===== src/design/ita2_pkg.sv =====
`default_nettype none

package ita2_pkg;

    localparam int CODE_W = 5;
    localparam int CHAR_W = 7;
    localparam int DATA_W = 8;

    localparam logic [CODE_W-1:0] CODE_BLANK = 5'h00;
    localparam logic [CODE_W-1:0] CODE_FIGS  = 5'h1B;
    localparam logic [CODE_W-1:0] CODE_LTRS  = 5'h1F;

    localparam logic REQ_ENCODE = 1'b0;
    localparam logic REQ_DECODE = 1'b1;

    localparam logic MODE_LTRS = 1'b0;
    localparam logic MODE_FIGS = 1'b1;

    localparam logic [CHAR_W-1:0] CHAR_NONE  = 7'h00;
    localparam logic [CHAR_W-1:0] CHAR_SPACE = 7'h20;

    localparam logic [DATA_W-1:0] LOWER_A    = 8'h61;
    localparam logic [DATA_W-1:0] LOWER_Z    = 8'h7A;
    localparam logic [DATA_W-1:0] CASE_DELTA = 8'h20;

    typedef struct packed {
        logic              req_type;
        logic              start_of_message;
        logic [DATA_W-1:0] data_in;
    } t_in_word;

    typedef struct packed {
        logic [CODE_W-1:0] code_out;
        logic [CHAR_W-1:0] char_out;
        logic              last;
    } t_out_word;

    typedef struct packed {
        logic [1:0] nres;
        t_out_word  res0;
        t_out_word  res1;
        logic       next_mode;
    } t_xlate_out;

    // letters-table code for a character, zero when absent
    function automatic logic [CODE_W-1:0] enc_ltrs(input logic [DATA_W-1:0] c);
        logic [CODE_W-1:0] code;
        unique case (c)
            "E":     code = 5'd1;
            "\n":    code = 5'd2;
            "A":     code = 5'd3;
            " ":     code = 5'd4;
            "S":     code = 5'd5;
            "I":     code = 5'd6;
            "U":     code = 5'd7;
            "\r":    code = 5'd8;
            "D":     code = 5'd9;
            "R":     code = 5'd10;
            "J":     code = 5'd11;
            "N":     code = 5'd12;
            "F":     code = 5'd13;
            "C":     code = 5'd14;
            "K":     code = 5'd15;
            "T":     code = 5'd16;
            "Z":     code = 5'd17;
            "L":     code = 5'd18;
            "W":     code = 5'd19;
            "H":     code = 5'd20;
            "Y":     code = 5'd21;
            "P":     code = 5'd22;
            "Q":     code = 5'd23;
            "O":     code = 5'd24;
            "B":     code = 5'd25;
            "G":     code = 5'd26;
            "M":     code = 5'd28;
            "X":     code = 5'd29;
            "V":     code = 5'd30;
            default: code = CODE_BLANK;
        endcase
        return code;
    endfunction

    // figures code for a figure character only; nonzero means figure
    function automatic logic [CODE_W-1:0] enc_figs(input logic [DATA_W-1:0] c);
        logic [CODE_W-1:0] code;
        unique case (c)
            "3":     code = 5'd1;
            "-":     code = 5'd3;
            "'":     code = 5'd5;
            "8":     code = 5'd6;
            "7":     code = 5'd7;
            "4":     code = 5'd10;
            ",":     code = 5'd12;
            "!":     code = 5'd13;
            ":":     code = 5'd14;
            "(":     code = 5'd15;
            "5":     code = 5'd16;
            "\"":    code = 5'd17;
            ")":     code = 5'd18;
            "2":     code = 5'd19;
            "#":     code = 5'd20;
            "6":     code = 5'd21;
            "0":     code = 5'd22;
            "1":     code = 5'd23;
            "9":     code = 5'd24;
            "?":     code = 5'd25;
            "&":     code = 5'd26;
            ".":     code = 5'd28;
            "/":     code = 5'd29;
            ";":     code = 5'd30;
            default: code = CODE_BLANK;
        endcase
        return code;
    endfunction

    function automatic logic [CHAR_W-1:0] dec_ltrs(input logic [CODE_W-1:0] code);
        logic [DATA_W-1:0] ch;
        unique case (code)
            5'd1:    ch = "E";
            5'd2:    ch = "\n";
            5'd3:    ch = "A";
            5'd4:    ch = " ";
            5'd5:    ch = "S";
            5'd6:    ch = "I";
            5'd7:    ch = "U";
            5'd8:    ch = "\r";
            5'd9:    ch = "D";
            5'd10:   ch = "R";
            5'd11:   ch = "J";
            5'd12:   ch = "N";
            5'd13:   ch = "F";
            5'd14:   ch = "C";
            5'd15:   ch = "K";
            5'd16:   ch = "T";
            5'd17:   ch = "Z";
            5'd18:   ch = "L";
            5'd19:   ch = "W";
            5'd20:   ch = "H";
            5'd21:   ch = "Y";
            5'd22:   ch = "P";
            5'd23:   ch = "Q";
            5'd24:   ch = "O";
            5'd25:   ch = "B";
            5'd26:   ch = "G";
            5'd28:   ch = "M";
            5'd29:   ch = "X";
            5'd30:   ch = "V";
            default: ch = 8'h00;
        endcase
        return ch[CHAR_W-1:0];
    endfunction

    function automatic logic [CHAR_W-1:0] dec_figs(input logic [CODE_W-1:0] code);
        logic [DATA_W-1:0] ch;
        unique case (code)
            5'd1:    ch = "3";
            5'd2:    ch = "\n";
            5'd3:    ch = "-";
            5'd4:    ch = " ";
            5'd5:    ch = "'";
            5'd6:    ch = "8";
            5'd7:    ch = "7";
            5'd8:    ch = "\r";
            5'd10:   ch = "4";
            5'd12:   ch = ",";
            5'd13:   ch = "!";
            5'd14:   ch = ":";
            5'd15:   ch = "(";
            5'd16:   ch = "5";
            5'd17:   ch = "\"";
            5'd18:   ch = ")";
            5'd19:   ch = "2";
            5'd20:   ch = "#";
            5'd21:   ch = "6";
            5'd22:   ch = "0";
            5'd23:   ch = "1";
            5'd24:   ch = "9";
            5'd25:   ch = "?";
            5'd26:   ch = "&";
            5'd28:   ch = ".";
            5'd29:   ch = "/";
            5'd30:   ch = ";";
            default: ch = 8'h00;
        endcase
        return ch[CHAR_W-1:0];
    endfunction

endpackage

`default_nettype wire


===== src/design/ita2_xlate.sv =====
`default_nettype none

module ita2_xlate (
    input  ita2_pkg::t_in_word   i_item,
    input  logic                 i_mode,
    input  logic                 i_unshift,
    output ita2_pkg::t_xlate_out o_res
);
    import ita2_pkg::*;

    logic              mode0;
    logic [DATA_W-1:0] c_up;
    logic [CODE_W-1:0] fig_code;
    logic [CODE_W-1:0] enc_code;
    logic              is_fig;
    logic [CODE_W-1:0] dcode;
    logic [CHAR_W-1:0] dchar;

    always_comb begin
        mode0 = i_item.start_of_message ? MODE_LTRS : i_mode;

        // encode path
        c_up = i_item.data_in;
        if (i_item.data_in >= LOWER_A && i_item.data_in <= LOWER_Z) begin
            c_up = i_item.data_in - CASE_DELTA;
        end
        fig_code = enc_figs(c_up);
        is_fig   = (fig_code != CODE_BLANK);
        enc_code = is_fig ? fig_code : enc_ltrs(c_up);

        // decode path
        dcode = i_item.data_in[CODE_W-1:0];
        dchar = (mode0 == MODE_FIGS) ? dec_figs(dcode) : dec_ltrs(dcode);

        o_res.nres      = 2'd0;
        o_res.res0      = '0;
        o_res.res1      = '0;
        o_res.next_mode = mode0;

        if (i_item.req_type == REQ_ENCODE) begin
            o_res.next_mode = is_fig ? MODE_FIGS : MODE_LTRS;
            if (is_fig != mode0) begin
                // shift word first, then the character code
                o_res.nres          = 2'd2;
                o_res.res0.code_out = is_fig ? CODE_FIGS : CODE_LTRS;
                o_res.res1.code_out = enc_code;
                o_res.res1.last     = 1'b1;
            end else begin
                o_res.nres          = 2'd1;
                o_res.res0.code_out = enc_code;
                o_res.res0.last     = 1'b1;
            end
        end else begin
            priority if (dcode == CODE_FIGS) begin
                o_res.next_mode = MODE_FIGS;
            end else if (dcode == CODE_LTRS) begin
                o_res.next_mode = MODE_LTRS;
            end else if (dchar != CHAR_NONE) begin
                o_res.nres          = 2'd1;
                o_res.res0.char_out = dchar;
                o_res.res0.last     = 1'b1;
                if (i_unshift && dchar == CHAR_SPACE) begin
                    o_res.next_mode = MODE_LTRS;
                end
            end else begin
                o_res.nres = 2'd0;
            end
        end
    end

endmodule

`default_nettype wire


===== src/design/ita2_baudot_codec.sv =====
// channel   dir   handshake              payload
// in        in    i_in_valid/o_in_stall   i_in_data  (t_in_word)
// out       out   o_out_valid/i_out_stall o_out_data (t_out_word)
// cfg       in    i_cfg_valid/o_cfg_ready i_cfg_data (unshift_on_space)
//
// an item is held in the input register, then its words go into a
// two-word output queue register whose head word drives the output;
// an encode needing a shift gives two words, a decoded shift or unknown code none,
// every other item one; one word leaves the queue per cycle unless i_out_stall
// synchronous active-low reset sets letters, clears unshift, empties both stages
// the input stalls while the queue cannot take all words of the registered item
`default_nettype none

module ita2_baudot_codec (
    input  logic                i_clk,
    input  logic                i_rst_n,
    input  logic                i_in_valid,
    output logic                o_in_stall,
    input  ita2_pkg::t_in_word  i_in_data,
    output logic                o_out_valid,
    input  logic                i_out_stall,
    output ita2_pkg::t_out_word o_out_data,
    input  logic                i_cfg_valid,
    output logic                o_cfg_ready,
    input  logic                i_cfg_data
);
    import ita2_pkg::*;

    logic       r_in_vld;
    logic       n_in_vld;
    t_in_word   r_in;
    logic       r_mode;
    logic       r_unshift;
    t_out_word  r_q0;
    t_out_word  r_q1;
    t_out_word  n_q0;
    t_out_word  n_q1;
    logic [1:0] r_cnt;
    logic [1:0] n_cnt;

    t_xlate_out xl;
    logic       pop;
    logic [1:0] base;
    logic       move;
    logic       in_take;

    ita2_xlate u_xlate (
        .i_item    (r_in),
        .i_mode    (r_mode),
        .i_unshift (r_unshift),
        .o_res     (xl)
    );

    assign o_cfg_ready = 1'b1;
    assign o_out_valid = (r_cnt != 2'd0);
    assign o_out_data  = r_q0;

    always_comb begin
        pop        = (r_cnt != 2'd0) && !i_out_stall;
        base       = r_cnt - {1'b0, pop};
        // the item moves only when every word it makes fits in the queue
        move       = r_in_vld && (xl.nres <= (2'd2 - base));
        o_in_stall = r_in_vld && !move;
        in_take    = i_in_valid && !o_in_stall;
        n_in_vld   = in_take || (r_in_vld && !move);
    end

    always_comb begin
        n_q0  = pop ? r_q1 : r_q0;
        n_q1  = r_q1;
        n_cnt = base;
        if (move) begin
            unique case (base)
                2'd0: begin
                    n_q0 = xl.res0;
                    n_q1 = xl.res1;
                end
                2'd1: begin
                    n_q1 = xl.res0;
                end
                default: begin
                end
            endcase
            n_cnt = base + xl.nres;
        end
    end

    always_ff @(posedge i_clk) begin
        if (!i_rst_n) begin
            r_in_vld  <= 1'b0;
            r_cnt     <= 2'd0;
            r_mode    <= MODE_LTRS;
            r_unshift <= 1'b0;
        end else begin
            r_in_vld <= n_in_vld;
            r_cnt    <= n_cnt;
            if (move) begin
                r_mode <= xl.next_mode;
            end
            if (i_cfg_valid && o_cfg_ready) begin
                r_unshift <= i_cfg_data;
            end
        end
    end

    always_ff @(posedge i_clk) begin
        if (in_take) begin
            r_in <= i_in_data;
        end
        r_q0 <= n_q0;
        r_q1 <= n_q1;
    end

`ifndef ASSERT_OFF
    a_cnt_range: assert property (@(posedge i_clk) disable iff (!i_rst_n)
        r_cnt != 2'd3)
        else $error("output queue count out of range");

    a_encode_words: assert property (@(posedge i_clk) disable iff (!i_rst_n)
        (move && r_in.req_type == REQ_ENCODE) |-> (xl.nres != 2'd0))
        else $error("encode item produced no word");

    a_not_last_is_shift: assert property (@(posedge i_clk) disable iff (!i_rst_n)
        (o_out_valid && !o_out_data.last) |->
        (o_out_data.code_out == CODE_FIGS || o_out_data.code_out == CODE_LTRS))
        else $error("non-final word is not a shift code");

    a_char_no_code: assert property (@(posedge i_clk) disable iff (!i_rst_n)
        (o_out_valid && o_out_data.char_out != CHAR_NONE) |->
        (o_out_data.code_out == CODE_BLANK && o_out_data.last))
        else $error("decoded word carries a code");
`endif

endmodule

`default_nettype wire

===== config.mk =====
export PLATFORM = sky130hd
export DESIGN_NAME = ita2_baudot_codec
export DESIGN_NICKNAME = d
export VERILOG_FILES = /design/src/design/ita2_pkg.sv /design/src/design/ita2_xlate.sv /design/src/design/ita2_baudot_codec.sv
export SDC_FILE = /design/constraint.sdc
export NUM_CORES = 1
export LEC_CHECK = 0
export ABC_CLOCK_PERIOD_IN_PS = 11200
export BUFFER_PORTS_ARGS = -buffer_cell sky130_fd_sc_hd__clkbuf_2
export CORE_UTILIZATION = 50
export DETAILED_ROUTE_END_ITERATION = 8
export GPL_TIMING_DRIVEN = 0
export PLACE_DENSITY = 0.65
export SYNTH_ARGS = -nofsm -noshare
export SYNTH_HDL_FRONTEND = slang
export SYNTH_SLANG_ARGS = --single-unit

===== constraint.sdc =====
create_clock -name i_clk -period 11.2 [get_ports i_clk]
set_input_delay 2.24 -clock i_clk [delete_from_list [all_inputs] [get_ports i_clk]]
set_output_delay 2.24 -clock i_clk [all_outputs]
set_load 0.01 [all_outputs]

---- After elaboration in Yosys (flattened, before gate mapping) ----
Memories as Yosys holds them, arrays and structs flattened. A register that Yosys moved wholly into a read port is not among the register bits.
Cells that the tools add are included.
storage, ports and cells
  flip-flop bits (word level) ............. 41
  ROM bits ................................ 1,408
  input port bits ......................... 16
  memories ................................ 4
memory list
  memory            words  width  read ports  clocked after Yosys merged registers in  wr ports  line             RTL
  (name not given)  128    5      1           0                                        0         ita2_pkg.sv:48   unique case (c)
  (name not given)  64     5      1           0                                        0         ita2_pkg.sv:86   unique case (c)
  (name not given)  32     7      1           1                                        0         ita2_pkg.sv:155  unique case (code)
  (name not given)  32     7      1           1                                        0         ita2_pkg.sv:118  unique case (code)
cells by class
  add/subtract/negate cells ............... 4
  order comparisons ....................... 3
  equal/unequal tests ..................... 5
  muxes and demuxes ....................... 36
  reductions and logical operators ........ 17
operators with widths
  operator               count
  $mux W5                8
  $mux W13               3
  $mux W8                4
  $pmux W13 S2           1
  $mux W7                3
  $mux W1                13
  $eq A5 B5 Y1 const B   2
  $ge A8 B7 Y1 const B   1
  $le A8 B7 Y1 const B   1
  $sub A8 B6 Y8 const B  1
  $eq A7 B6 Y1 const B   1
  $reduce_bool A7 Y1     1
  $logic_and A1 B1 Y1    6
  $mux W2                3
  $reduce_bool A5 Y1     1
  $logic_not A2 Y1       2
  $reduce_bool A2 Y1     2
  $logic_not A1 Y1       3
  $mux W3                1
  $add A2 B2 Y2          1
  $eq A2 B1 Y1 const B   1
  $le A2 B2 Y1           1
  $reduce_and A2 Y1      1
  $sub A2 B1 Y2          1
  3 further kinds        3

---- Depth between registers and ports, before layout ----
  depth after elaboration ................. 16
  depth in mapped cells ................... 22
  mapped depth without buffers ............ 20

---- By module ----
From an unflattened synthesis, not the netlist that was laid out.
unflattened totals
  cell total of the unflattened synthesis .. 432
  area total of the unflattened synthesis .. 3,807.4 µm²
modules (own cells, without submodules)
  module             times used  cells an instance  area an instance (µm²)  seq. area each (µm²)
  ita2_xlate         1           297                2,026.9                 0.0
  ita2_baudot_codec  1           135                1,780.5                 1,051.0

---- Worst setup path after synthesis ----
OpenSTA, ideal clock, no wires.
  path kind ............................... input port to output port
  from .................................... in i_out_stall
  to ...................................... out o_in_stall
  arrival ................................. 4,006 ps
  data required time ...................... 8,960 ps
  path slack .............................. 4,954 ps
  stages .................................. 10
  buffers on the path ..................... 1
  path through ............................ nand2b_1 > clkbuf_1 > inv_1 > ha_1 > xnor2_1 > ha_1 > ha_1 > nor2b_1 > o22ai_2 > nor2_1
on the way
  word-level cells in the longest chain between the ends .. 8
RTL lines
  what                 line                     RTL
  start: declaration   ita2_baudot_codec.sv:21  input logic i_out_stall,
  $logic_not A1 Y1     ita2_baudot_codec.sv:59  pop = (r_cnt != 2'd0) && !i_out_stall;
  $logic_and A1 B1 Y1  ita2_baudot_codec.sv:59
  $sub A2 B1 Y2        ita2_baudot_codec.sv:60  base = r_cnt - {1'b0, pop};
  $sub A2 B2 Y2        ita2_baudot_codec.sv:62  move = r_in_vld && (xl.nres <= (2'd2 - base));
  $le A2 B2 Y1         ita2_baudot_codec.sv:62
  $logic_and A1 B1 Y1  ita2_baudot_codec.sv:62
  $logic_not A1 Y1     ita2_baudot_codec.sv:63  o_in_stall = r_in_vld && !move;
  $logic_and A1 B1 Y1  ita2_baudot_codec.sv:63
  end: declaration     ita2_baudot_codec.sv:18  output logic o_in_stall,
Every way passes these cells.

==> key figures <==
Routing
  • Vias per cell: about 5.7
  • Iter 0 DRT Violations: around 140
  • Post-Route WL: 9.12 mm
  • Post-route DRC: 0
  • Drt first pass iters: 5
  • Wirelength per Cell: 15.7 um
  • Via Count: around 3300
  • Antenna-violating nets left: 0

Synthesis
  • Syn nets: 484
  • Yosys reg bits: 55
  • Asr flop ratio synth: 0%
  • Cells after synthesis: around 440
  • Total number of yosys warnings: 0
  • Most frequent cell after synthesis: nand2_1
  • Synth top cells by count: nand2_1, dfxtp_1, mux2i_1, o21ai_0, nor2_1
  • Post-Syn Area: 3900 um2
  • Syn_area_per_cell: 8.78 um2
  • Number of flops mapped to enable cells by yosys: 23
  • Synth area leader: edfxtp_1
  • Dominant cells by area after synthesis: edfxtp_1, dfxtp_1, mux2i_1, ha_1, nand2_1
  • Register area share after synthesis: 34.1%
  • Top FF cell, synth: dfxtp_1
  • Library cells used by synthesis: 70
  • Top-area cell type share of the netlist area: 17.7%

Global routing
  • Tot GR Track Use: 23.3%
  • Initial antenna violation count: 0
  • Largest net degree at the start of global routing: 20
  • Vias in the first global route: 3167
  • GRT overflow: 0
  • First-pass GRT wire length: around 16 mm

Final layout
  • Fraction of layout cells with a size suffix above 1: 15.1%
  • Ant. Diodes: 0
  • # fillers: 690
  • Fin cells: a little under 600
  • Nets: 521
  • Final Util: 57.6%
  • Area growth syn-to-layout: 9.50%

Critical path
  • CP Data Required Time: between 10 and 15 ns
  • Crit-path max FO: 10
  • Crit. End Element: register
  • Critical path class: input pin to register
  • Cells on worst reg2reg path: 19
  • Reg2reg start: r_in[1]$_DFFE_PP_
  • CP startpoint kind: input pin
  • R2R Setup Slk: between 4 and 5 ns
  • Critical Path Source: i_out_stall
  • Worst Path Arrival: 6.91 ns

Clock tree
  • Root Driver: clkbuf_8
  • CTS tree: built
  • Post-CTS Resized: 0
  • CTS hold repair buffers: 0
  • Clock sink count: between 50 and 60
  • Setup bufs post-CTS: 0
  • CTS Buf Count: 5
  • Largest buffer count on any clock path: 2
  • Clk slew on worst S/H paths: 0.11 ns
  • H-tree depth: 2
  • Later-pin clock latency in the skew report: 0.31 ns

Timing
  • Relative slew margins: 16.5%
  • Pins over their slew limit: 0
  • Final min period: 6.73 ns
  • Unrepaired setup endpoints after global routing: no
  • Clock skew: 0.00697 ns
  • Worst-margin pin slew: 1.25 ns
  • Final setup vio count: 0
  • Peak Freq: 149 MHz
  • Total Neg Setup Slack: 0 ns
  • Final worst path period share: 60.0%
  • Hold Fails Final Rpt: 0

Placement
  • Placed cells: 573
  • Placer congestion estimate: 0.918
  • I/O Buffers: 30
  • DPL Wire Length: 6.94 mm

Floorplanning
  • I/O pin count: 32
  • Die X-Extent: 90.3 um
  • Starting Density: 52.6%
  • Die area: 8160 um2
  • DIE HEIGHT: between 90 and 100 um
  • Core area: 7410 um2
  • Row Count: 31

Power
  • Cell Pwr Density: 252 nW/um2
  • Leak: ~1.8 nW
  • VDD IR max: 0.0994 mV

Job
  • Max-cap viol count: 0

Status
  • Status: finished, final reports clean

Worst hold path
  • Hold Crit Class: register to register
-- critical path, stage by stage --
cell      delay (ns)
clkbuf_2        0.07
nand2b_1        0.08
clkbuf_1        0.23
inv_1           0.10
ha_1            0.20
xnor2_1         0.31
ha_1            0.31
ha_1            0.29
nor2b_1         0.15
o22ai_2         0.11
o21ai_2         0.47
mux2i_1         0.82
inv_1           0.32
ha_1            0.29
clkbuf_1        0.22
mux4_2          0.49
nand2_1         0.08
o21ai_0         0.09
-- logic make-up after synthesis --
logic type	after synthesis	share of synthesized area [%]
fa+ha+maj	24	7.70
simple gates	155	19.4
flops	55	34.1
compound gates	121	21.2
other cells	1	0.0962
mux	40	11.4
buf+inv	45	4.88
xor+xnor	3	1.16
-- report_power, final --
group / switching [mW] / internal (mW) / total, mW / leakage, nW
logic: 0.382 / 0.237 / 0.620 / 1.31
registers: 0.0374 / 0.300 / 0.338 / 0.487
clock network: 0.0714 / 0.0461 / 0.118 / 0.0463
total: 0.491 / 0.584 / 1.08 / 1.84
-- per-layer routing --
| metal | GRT usage, % | vias to the layer above | part of all wire (%) |
|---|---|---|---|
| li1 | - | 1691 | - |
| met1 | 33.0 | 1541 | 48 |
| met2 | 38.3 | 95 | 46 |
| met3 | 2.19 | 7 | 5.3 |
| met4 | 5.51 | 0 | 0.78 |
| met5 | 0 | - | 0 |
-- layout make-up --
cell class	count	area, um2	area share, %
buffer	25	115	2.70
clock buffer	5	68.8	1.61
clock inverter	3	27.5	0.645
inverter	20	75.1	1.76
multi-input combinational	344	2380	55.7
sequential	55	1330	31.2
tap	99	124	2.90
timing repair buffer	30	150	3.52
-- stage by stage --
step	setup slack [ns]	power, mW	area, um2	hold slack [ns]
floorplan	4.95	0.800	3900	0.479
global placement	4.22	0.944	4170	0.490
detailed placement	4.11	0.961	4170	0.499
CTS	4.45	1.08	4270	0.525
global route	4.15	1.17	4270	0.546
finish	4.47	1.08	4270	0.522
-- layout by cell type (no fill, tap or decap), drive strengths merged, types with 2 or more instances in the layout --
master / netlist / layout
nor2b: 13 / 13
a2111oi: 2 / 2
a311oi: 3 / 3
nand2: 57 / 57
o211a: 2 / 2
a21oi: 23 / 23
a32oi: 4 / 4
o21a: 2 / 2
o21ai: 38 / 38
nor2: 31 / 31
xnor2: 3 / 3
a211oi: 7 / 7
ha: 24 / 24
o211ai: 4 / 4
nand3b: 4 / 4
nand2b: 11 / 11
nor3b: 2 / 2
inv: 20 / 21
edfxtp: 23 / 23
mux2i: 31 / 31
a221oi: 3 / 3
o22ai: 6 / 6
or4: 2 / 2
or2: 2 / 2
nor3: 7 / 7
and3: 2 / 2
or3: 2 / 2
buf: 12 / 12
a31oi: 4 / 4
mux4: 3 / 3
dfxtp: 32 / 32
clkbuf: 13 / 48
nand3: 12 / 12
o31ai: 6 / 6
nor4: 2 / 2
a21o: 5 / 5
mux2: 6 / 6
and2: 4 / 4
-- worst min path at each step --
stage / start / to / slack, ns / cells after the start
after CTS: r_q1[0]$_DFFE_PP_ / o_out_data[0]$_DFF_P_ / 0.53 / 2
after detailed placement: r_q1[0]$_DFFE_PP_ / o_out_data[0]$_DFF_P_ / 0.50 / 2
final: r_q1[0]$_DFFE_PP_ / o_out_data[0]$_DFF_P_ / 0.52 / 2
after global routing: r_q1[0]$_DFFE_PP_ / o_out_data[0]$_DFF_P_ / 0.55 / 2
after global placement: r_q1[0]$_DFFE_PP_ / o_out_data[0]$_DFF_P_ / 0.49 / 2
after floorplan: r_q1[0]$_DFFE_PP_ / o_out_data[0]$_DFF_P_ / 0.48 / 2
Power figures use the tool's default switching activity.
